### config.mk
export PLATFORM = sky130hd
export DESIGN_NAME = morse_digit_keyer
export DESIGN_NICKNAME = d
export VERILOG_FILES = /design/src/hdl/mdk_pkg.sv /design/src/hdl/morse_digit_keyer.sv /design/src/hdl/mdk_front.sv /design/src/hdl/mdk_queue.sv /design/src/hdl/mdk_back.sv
export SDC_FILE = /design/constraint.sdc
export NUM_CORES = 1
export LEC_CHECK = 0
export ABC_CLOCK_PERIOD_IN_PS = 4400
export BUFFER_PORTS_ARGS = -buffer_cell sky130_fd_sc_hd__buf_2
export CORE_MARGIN = 2
export CORE_UTILIZATION = 43
export DETAILED_ROUTE_END_ITERATION = 7
export PLACE_DENSITY = 0.67
export SKIP_CTS_REPAIR_TIMING = 1
export SYNTH_ARGS = -nofsm -noshare
export SYNTH_HDL_FRONTEND = slang
export SYNTH_SLANG_ARGS = --single-unit
export TNS_END_PERCENT = 10
### constraint.sdc
create_clock -name clk_i -period 4.4 [get_ports clk_i]
set_clock_uncertainty 0.2 [all_clocks]
set_input_delay 1.32 -clock clk_i [delete_from_list [all_inputs] [get_ports clk_i]]
set_output_delay 1.32 -clock clk_i [all_outputs]
set_load 0.02 [all_outputs]
### src/hdl/mdk_pkg.sv
// Package for the Morse digit keyer: job descriptor type, character
// constants, digit pattern table and queue sizing. No dependencies.
`default_nettype none

package mdk_pkg;

  localparam int unsigned UnitW  = 16;
  localparam int unsigned DurW   = 18;
  localparam int unsigned CharW  = 8;
  localparam int unsigned PatW   = 5;
  localparam int unsigned ElemW  = 3;
  localparam int unsigned QDepth = 2;
  localparam int unsigned QPtrW  = (QDepth > 1) ? $clog2(QDepth) : 1;
  localparam int unsigned QCntW  = $clog2(QDepth + 1);

  localparam logic [CharW-1:0] CharZero = 8'h30;  // '0'
  localparam logic [CharW-1:0] CharNine = 8'h39;  // '9'
  localparam logic [CharW-1:0] CharE    = 8'h45;  // 'E'

  localparam logic [ElemW-1:0] ElemsDigit  = 3'd5;
  localparam logic [ElemW-1:0] ElemsLetter = 3'd1;
  localparam logic [ElemW-1:0] ElemsNone   = 3'd0;

  localparam logic [UnitW-1:0] UnitReset = 16'd4;
  localparam logic [UnitW-1:0] UnitMin   = 16'd1;

  localparam int unsigned ApbAddrW = 3;
  localparam int unsigned ApbDataW = 32;
  localparam logic [0:0]  RegUnitLength = 1'b0;

  // One character as the back end needs it: element count and dash mask,
  // first element in the MSB.
  typedef struct packed {
    logic [ElemW-1:0] elems;
    logic [PatW-1:0]  pattern;
  } mdk_job_t;

  function automatic logic [PatW-1:0] digit_pattern(input logic [3:0] digit);
    logic [PatW-1:0] pat;
    case (digit)
      4'd0:    pat = 5'h1F;
      4'd1:    pat = 5'h0F;
      4'd2:    pat = 5'h07;
      4'd3:    pat = 5'h03;
      4'd4:    pat = 5'h01;
      4'd5:    pat = 5'h00;
      4'd6:    pat = 5'h10;
      4'd7:    pat = 5'h18;
      4'd8:    pat = 5'h1C;
      4'd9:    pat = 5'h1E;
      default: pat = 5'h00;
    endcase
    return pat;
  endfunction

endpackage

`default_nettype wire

### src/hdl/morse_digit_keyer.sv
// Morse digit keyer top level: APB unit-length register, front end, job
// queue and back end. Depends on mdk_pkg, mdk_front, mdk_queue, mdk_back.
// Path: request -> queue -> back-end job registers -> output register.
// Throughput: one segment per cycle from the single output register
//   while out_ready_i allows; a digit is 11 segments, 'E' 3, others 1.
// Reset: unit_length returns to 4, queue and outputs empty.
`default_nettype none

module morse_digit_keyer (
  input  wire logic                         clk_i,
  input  wire logic                         rst_ni,
  input  wire logic                         psel,
  input  wire logic                         penable,
  input  wire logic                         pwrite,
  input  wire logic [mdk_pkg::ApbAddrW-1:0] paddr,
  input  wire logic [mdk_pkg::ApbDataW-1:0] pwdata,
  output logic      [mdk_pkg::ApbDataW-1:0] prdata,
  output logic                              pready,
  input  wire logic [mdk_pkg::CharW-1:0]    char_code_i,
  input  wire logic                         in_valid_i,
  output logic                              in_ready_o,
  output logic                              out_valid_o,
  input  wire logic                         out_ready_i,
  output logic                              key_level_o,
  output logic [mdk_pkg::DurW-1:0]          duration_ticks_o,
  output logic                              last_segment_o
);
  import mdk_pkg::*;

  logic [UnitW-1:0] unit_q, unit_eff;
  logic             reg_hit;
  logic             push, q_ready, q_valid, pop;
  mdk_job_t         wr_job, rd_job;

  assign pready  = 1'b1;
  assign reg_hit = (paddr[ApbAddrW-1:2] == RegUnitLength);
  assign prdata  = reg_hit ? ApbDataW'(unit_q) : '0;

  always_ff @(posedge clk_i or negedge rst_ni) begin
    if (!rst_ni) begin
      unit_q <= UnitReset;
    end else if (psel && penable && pwrite && reg_hit) begin
      unit_q <= pwdata[UnitW-1:0];
    end
  end

  // A zero unit keys as one tick
  assign unit_eff = (unit_q == '0) ? UnitMin : unit_q;

  mdk_front u_front (
    .char_code_i (char_code_i),
    .in_valid_i  (in_valid_i),
    .in_ready_o  (in_ready_o),
    .push_o      (push),
    .job_o       (wr_job),
    .q_ready_i   (q_ready)
  );

  mdk_queue u_queue (
    .clk_i    (clk_i),
    .rst_ni   (rst_ni),
    .push_i   (push),
    .wr_job_i (wr_job),
    .ready_o  (q_ready),
    .pop_i    (pop),
    .rd_job_o (rd_job),
    .valid_o  (q_valid)
  );

  mdk_back u_back (
    .clk_i            (clk_i),
    .rst_ni           (rst_ni),
    .unit_i           (unit_eff),
    .job_i            (rd_job),
    .job_valid_i      (q_valid),
    .pop_o            (pop),
    .out_valid_o      (out_valid_o),
    .out_ready_i      (out_ready_i),
    .key_level_o      (key_level_o),
    .duration_ticks_o (duration_ticks_o),
    .last_segment_o   (last_segment_o)
  );

endmodule

`default_nettype wire

### src/hdl/mdk_front.sv
// Front end: takes character requests and classifies them into job
// descriptors for the queue. Depends on mdk_pkg.
`default_nettype none

module mdk_front (
  input  wire logic [mdk_pkg::CharW-1:0] char_code_i,
  input  wire logic                      in_valid_i,
  output logic                           in_ready_o,
  output logic                           push_o,
  output mdk_pkg::mdk_job_t              job_o,
  input  wire logic                      q_ready_i
);
  import mdk_pkg::*;

  logic            is_digit;
  logic [CharW-1:0] offset;

  assign offset   = char_code_i - CharZero;
  assign is_digit = (char_code_i >= CharZero) && (char_code_i <= CharNine);

  always_comb begin
    if (is_digit) begin
      job_o.elems   = ElemsDigit;
      job_o.pattern = digit_pattern(offset[3:0]);
    end else if (char_code_i == CharE) begin
      job_o.elems   = ElemsLetter;
      job_o.pattern = '0;
    end else begin
      job_o.elems   = ElemsNone;
      job_o.pattern = '0;
    end
  end

  assign in_ready_o = q_ready_i;
  assign push_o     = in_valid_i && q_ready_i;

endmodule

`default_nettype wire

### src/hdl/mdk_queue.sv
// Short job queue between front and back end, register based.
// Depends on mdk_pkg.
`default_nettype none

module mdk_queue (
  input  wire logic               clk_i,
  input  wire logic               rst_ni,
  input  wire logic               push_i,
  input  wire mdk_pkg::mdk_job_t  wr_job_i,
  output logic                    ready_o,
  input  wire logic               pop_i,
  output mdk_pkg::mdk_job_t       rd_job_o,
  output logic                    valid_o
);
  import mdk_pkg::*;

  mdk_job_t         mem_q [QDepth];
  logic [QPtrW-1:0] wr_ptr_q, rd_ptr_q;
  logic [QCntW-1:0] cnt_q, cnt_d;

  function automatic logic [QPtrW-1:0] ptr_inc(input logic [QPtrW-1:0] p);
    return (p == QPtrW'(QDepth - 1)) ? '0 : p + 1'b1;
  endfunction

  assign ready_o  = (cnt_q != QCntW'(QDepth));
  assign valid_o  = (cnt_q != '0);
  assign rd_job_o = mem_q[rd_ptr_q];

  always_comb begin
    cnt_d = cnt_q;
    case ({push_i, pop_i})
      2'b10:   cnt_d = cnt_q + 1'b1;
      2'b01:   cnt_d = cnt_q - 1'b1;
      default: cnt_d = cnt_q;
    endcase
  end

  always_ff @(posedge clk_i or negedge rst_ni) begin
    if (!rst_ni) begin
      wr_ptr_q <= '0;
      rd_ptr_q <= '0;
      cnt_q    <= '0;
    end else begin
      cnt_q <= cnt_d;
      if (push_i) wr_ptr_q <= ptr_inc(wr_ptr_q);
      if (pop_i)  rd_ptr_q <= ptr_inc(rd_ptr_q);
    end
  end

  always_ff @(posedge clk_i) begin
    if (push_i) mem_q[wr_ptr_q] <= wr_job_i;
  end

  a_cnt_bound: assert property (@(posedge clk_i) disable iff (!rst_ni)
    cnt_q <= QCntW'(QDepth))
    else $error("queue count above depth");

  a_no_overflow: assert property (@(posedge clk_i) disable iff (!rst_ni)
    push_i |-> ready_o)
    else $error("push into full queue");

  a_no_underflow: assert property (@(posedge clk_i) disable iff (!rst_ni)
    pop_i |-> valid_o)
    else $error("pop from empty queue");

endmodule

`default_nettype wire

### src/hdl/mdk_back.sv
// Back end (uses mdk_pkg): steps through each job's elements and puts
// a keying segment per cycle in an output register; out_ready_i stalls.
`default_nettype none

module mdk_back (
  input  wire logic                      clk_i,
  input  wire logic                      rst_ni,
  input  wire logic [mdk_pkg::UnitW-1:0] unit_i,
  input  wire mdk_pkg::mdk_job_t         job_i,
  input  wire logic                      job_valid_i,
  output logic                           pop_o,
  output logic                           out_valid_o,
  input  wire logic                      out_ready_i,
  output logic                           key_level_o,
  output logic [mdk_pkg::DurW-1:0]       duration_ticks_o,
  output logic                           last_segment_o
);
  import mdk_pkg::*;

  logic             active_q;
  logic [ElemW-1:0] elems_q;
  logic [PatW-1:0]  pat_q;
  logic             off_phase_q;  // 1: the gap after the current element

  logic             oval_q;
  logic             level_q, last_q;
  logic [DurW-1:0]  dur_q;

  logic             adv, final_seg, load;
  logic [DurW-1:0]  dur_one, dur_two, dur_three;
  logic             seg_level;
  logic [DurW-1:0]  seg_dur;

  assign dur_one   = DurW'(unit_i);
  assign dur_two   = {dur_one[DurW-2:0], 1'b0};
  assign dur_three = dur_one + dur_two;

  assign adv       = active_q && (!oval_q || out_ready_i);
  assign final_seg = (elems_q == '0);
  assign load      = job_valid_i && (!active_q || (adv && final_seg));
  assign pop_o     = load;

  always_comb begin
    if (final_seg) begin
      seg_level = 1'b0;
      seg_dur   = dur_two;
    end else if (!off_phase_q) begin
      seg_level = 1'b1;
      seg_dur   = pat_q[PatW-1] ? dur_three : dur_one;
    end else begin
      seg_level = 1'b0;
      seg_dur   = dur_one;
    end
  end

  always_ff @(posedge clk_i or negedge rst_ni) begin
    if (!rst_ni) begin
      active_q    <= 1'b0;
      elems_q     <= '0;
      pat_q       <= '0;
      off_phase_q <= 1'b0;
      oval_q      <= 1'b0;
    end else begin
      if (load) begin
        active_q    <= 1'b1;
        elems_q     <= job_i.elems;
        pat_q       <= job_i.pattern;
        off_phase_q <= 1'b0;
      end else if (adv) begin
        if (final_seg) begin
          active_q <= 1'b0;
        end else if (!off_phase_q) begin
          off_phase_q <= 1'b1;
        end else begin
          off_phase_q <= 1'b0;
          elems_q     <= elems_q - 1'b1;
          pat_q       <= {pat_q[PatW-2:0], 1'b0};
        end
      end
      if (adv) begin
        oval_q <= 1'b1;
      end else if (out_ready_i) begin
        oval_q <= 1'b0;
      end
    end
  end

  always_ff @(posedge clk_i) begin
    if (adv) begin
      level_q <= seg_level;
      dur_q   <= seg_dur;
      last_q  <= final_seg;
    end
  end

  assign out_valid_o      = oval_q;
  assign key_level_o      = level_q;
  assign duration_ticks_o = dur_q;
  assign last_segment_o   = last_q;

  a_gap_is_off: assert property (@(posedge clk_i) disable iff (!rst_ni)
    oval_q && last_q |-> !level_q)
    else $error("final gap keyed on");

  a_on_then_off: assert property (@(posedge clk_i) disable iff (!rst_ni)
    oval_q && out_ready_i && level_q |=> !(oval_q && level_q))
    else $error("two on segments in a row");

  a_load_when_free: assert property (@(posedge clk_i) disable iff (!rst_ni)
    load && active_q |-> adv && final_seg)
    else $error("job loaded over a running job");

endmodule

`default_nettype wire
==> impl_results.md <==
* Wire per inst at 14.7 um
* Share of layout cells above drive strength 1 at 24.0%
* Post-Syn Area at between 0.004 and 0.005 mm^2
* Status: finished clean
* First-pass GRT wire length at 14.6 mm
* Worst VDD drop at 0.247 mV
* Slowest CP cell: or4_4
* Fillers at 869
* # rows at 35
* Most frequent cells in the layout: buf_2 (69), nor2_1 (53), edfxtp_1 (34)
* Gate power share at 48.8%
* WP buf/inv at 2
* Largest area contributor in the netlist: edfxtp_1
* Post-synthesis cell type count at 52
* Share of the synthesized area in the top cell type at approximately a quarter
* Worst EP required at 4.27 ns
* Max-Slew Margin vs Limit at roughly 56%
* Iteration count of the initial detailed-routing pass at 4
* Residual DRC at 0
* Synth warn at 0
* Most common cell after layout, fill and taps aside: buf_2
* Internal Power at 1.76 mW
* Max-cap violations at 0
* Synthesis-stage register bit count at 65
* Total gr overflow at 0
* Worst Hold Class: register to register
* Largest net degree at the start of global routing at 32
* Initial Util at 44.3%
* Register area share after synthesis at 44.0%
* Area grow syn2layout at 15.2%
* Dpl cells at 605
* Gate Count Post-Synth at around 420
* Vias at 3210
* Vias in the first global route at 3018
* Final Critical Period at between 3 and 4 ns
* CP peak stage delay at about 0.51 ns
* Nets at ~560
* Crit path max-delay family: compound AO/OA/AOI/OAI gates
* Clock power frac at 17.4%
* Routed Antenna Nets at 0
* H-tree level count at 3
* Compound-gate portion of the synthesized area at 15.4%
* Critical path fanouts, max at 6
* Port buffer count at 69
* Die Area at 0.0103 mm^2
* Pwr Density at 654 mW/mm^2
* Post-synthesis simple-gate area fraction at around 14%
* Slew @ Worst Pin at ~0.67 ns
* Vias/cell at 5.17
* Syn Area/Cell at 9.78 um^2
* Ports at 105
* Die X at 102 um
* Mux share of post-synthesis cell area at 6.61%
* Final hold vios at 0
* Final setup viols at 0
* Core Area at 0.00924 mm^2
* Sum Neg Setup Slack at 0 ns
* Ant. Diodes at 0
* Post-synth EDFFs at 34
* TritonCTS Buffers at 9
* Initial antenna violation count at 0
* XOR/XNOR share of the synthesized area at 3.64%
* Routability cong. at 0.922
* Die Y at 102 um
* FFs w/ async S/R, synth at 47.7%
* CP Launch Type: register
* Worst-skew pair later-pin latency at 0.35 ns
* P_sw at 1.32 mW
* Pleak at around 2.1 nW
* Crit Path Class: register to register
* Net Sw Frac at 42.8%
* Main combinational cell family by area after synthesis: compound AO/OA/AOI/OAI gates
* Unrepaired setup endpoints after global routing: false
* Detailed-route wire length at ~9.1 mm
* CTS clk-pin slew, worst paths at 0.08 ns
* Top post-synthesis cells by area: edfxtp_1 (25%), dfrtp_1 (18%), ha_1 (8.0%)
* Maximum clock insertion buffer count at 2
* TritonCTS clock tree: built
* Share of power burned in registers at 33.8%
* FMAX at 250 MHz
* GRT Total Usage at a little under a fifth
* CTS root buffer: clkbuf_8
* Number of DRC markers in iteration 0 at 95
* Critical Path AT at roughly 3.9 ns
* Critical path endpoint category: register
* DP Wirelength at 7.06 mm
* Period utilization at 90.8%
* Pins over their slew limit at 0
* Synth Flop Type: edfxtp_1
* Finished Layout Cells at 621
* Num Clock Sinks at 65
* Cell Chain, Critical Path: inv_1 > ha_1 > nand3_1 > or4_4 > nand2_1 > inv_1 > fa_1 > a211oi_1 > nor2_1 > o21ai_0 > o21ai_0 > xnor2_1 > o22ai_1
* Adder-Cell Fraction of Synth Area at 8.45%
==> power by group through the flow <==
stage                     Combinational [mW]  Sequential (mW)  Clock [mW]
after floorplan                         1.03             1.14           0
final                                   1.50             1.04       0.535
after detailed placement                1.49             1.06           0
after CTS                               1.50             1.04       0.551
after global routing                    1.66             1.07       0.577
after global placement                  1.47             1.05           0
==> worst reg2reg max path, cell delays in order (launching register included) <==
cell	delay, ns
dfrtp_1	0.47
inv_1	0.16
ha_1	0.18
nand3_1	0.16
or4_4	0.51
nand2_1	0.14
inv_1	0.09
fa_1	0.48
a211oi_1	0.34
nor2_1	0.11
o21ai_0	0.41
o21ai_0	0.17
xnor2_1	0.17
o22ai_1	0.14
==> kinds of logic after synthesis <==
kind of cell               count (synthesis)
DFF                                       65
muxes                                     25
other                                      2
AOI/OAI and AO/OA                         99
adders and majority gates                 27
xor gates and xnor gates                  17
buffers and inverters                     59
and+or+nand+nor                          124
==> through the flow <==
step	hold WS [ns]	cell area [um^2]	util, %	power, mW	setup slack, ns
final	0.295	4710	51.0	3.08	0.406
after global routing	0.306	4710	51.0	3.31	0.205
after CTS	0.292	4710	51.0	3.09	0.417
after detailed placement	0.280	4500	48.7	2.55	0.440
after global placement	0.277	4500	48.7	2.52	0.449
after floorplan	0.248	4150	-	2.17	0.873
==> synthesized netlist by cell type (all sizes together), types with 3 or more instances <==
cell and n:
nor2 53, edfxtp 34, dfrtp 30, nand2 30
a21oi 29, ha 26, inv 26, buf 24
o21ai 24, mux2 16, xnor2 12, a211oi 9
mux2i 9, o21a 9, clkbuf 8, nor2b 8
nand2b 7, nor3 6, nand3 5, xor2 5
a31oi 4, and2 4, o31ai 4, a221o 3
a22oi 3, o211ai 3, o22ai 3
==> per-layer routing <==
layer / wire, um / GRT usage [%] / vias to the layer above
met5: 0 / 0 / -
met4: 207 / 7.69 / 0
met3: 617 / 4.55 / 13
met2: 4270 / 29.3 / 114
met1: 4020 / 24.5 / 1511
li1: - / - / 1572
==> registers in the layout, summed over array words and instances, names as in the netlist <==
register                 flops
u_back.duration_ticks_o     18
u_back.elems_q               3
u_queue.rd_ptr_q             1
u_back.active_q              1
u_back.pat_q                 5
u_back.off_phase_q           1
u_queue.mem_q               14
u_queue.cnt_q                2
u_back.out_valid_o           1
u_back.key_level_o           1
unit_q                      16
u_queue.wr_ptr_q             1
u_back.last_segment_o        1
==> final cells by class <==
type                    count  area (um^2)  share of cell area, %
inverters                  26         97.6                   2.07
flip-flops and latches     65         1800                   38.2
multi-input cells         309         2050                   43.5
well taps                 129          161                   3.43
clock buffers               9          124                   2.63
clock inverters             7         82.6                   1.75
repair buffers             76          398                   8.45
==> path summary, 6_finish.rpt <==
| path | from | endpoint | cells past startpoint | slack, ns |
|---|---|---|---|---|
| worst min-delay path | u_back.active_q$_DFFE_PN0P_ | u_back.out_valid_o$_DFFE_PN0P_ | 1 | 0.30 |
| worst max-delay path | unit_q[14]$_DFFE_PN0P_ | u_back.duration_ticks_o[11]$_DFFE_PP_ | 13 | 0.41 |
| max in group asynchronous | rst_ni | u_queue.wr_ptr_q$_DFFE_PN0P_ | 1 | 2.77 |
| min in group asynchronous | rst_ni | unit_q[3]$_DFFE_PN0P_ | 1 | 0.80 |
| worst min register to register | u_back.active_q$_DFFE_PN0P_ | u_back.out_valid_o$_DFFE_PN0P_ | 1 | 0.30 |
| worst max register to register | unit_q[14]$_DFFE_PN0P_ | u_back.duration_ticks_o[11]$_DFFE_PP_ | 13 | 0.41 |
Note: power is estimated with default switching activity, not from simulation.
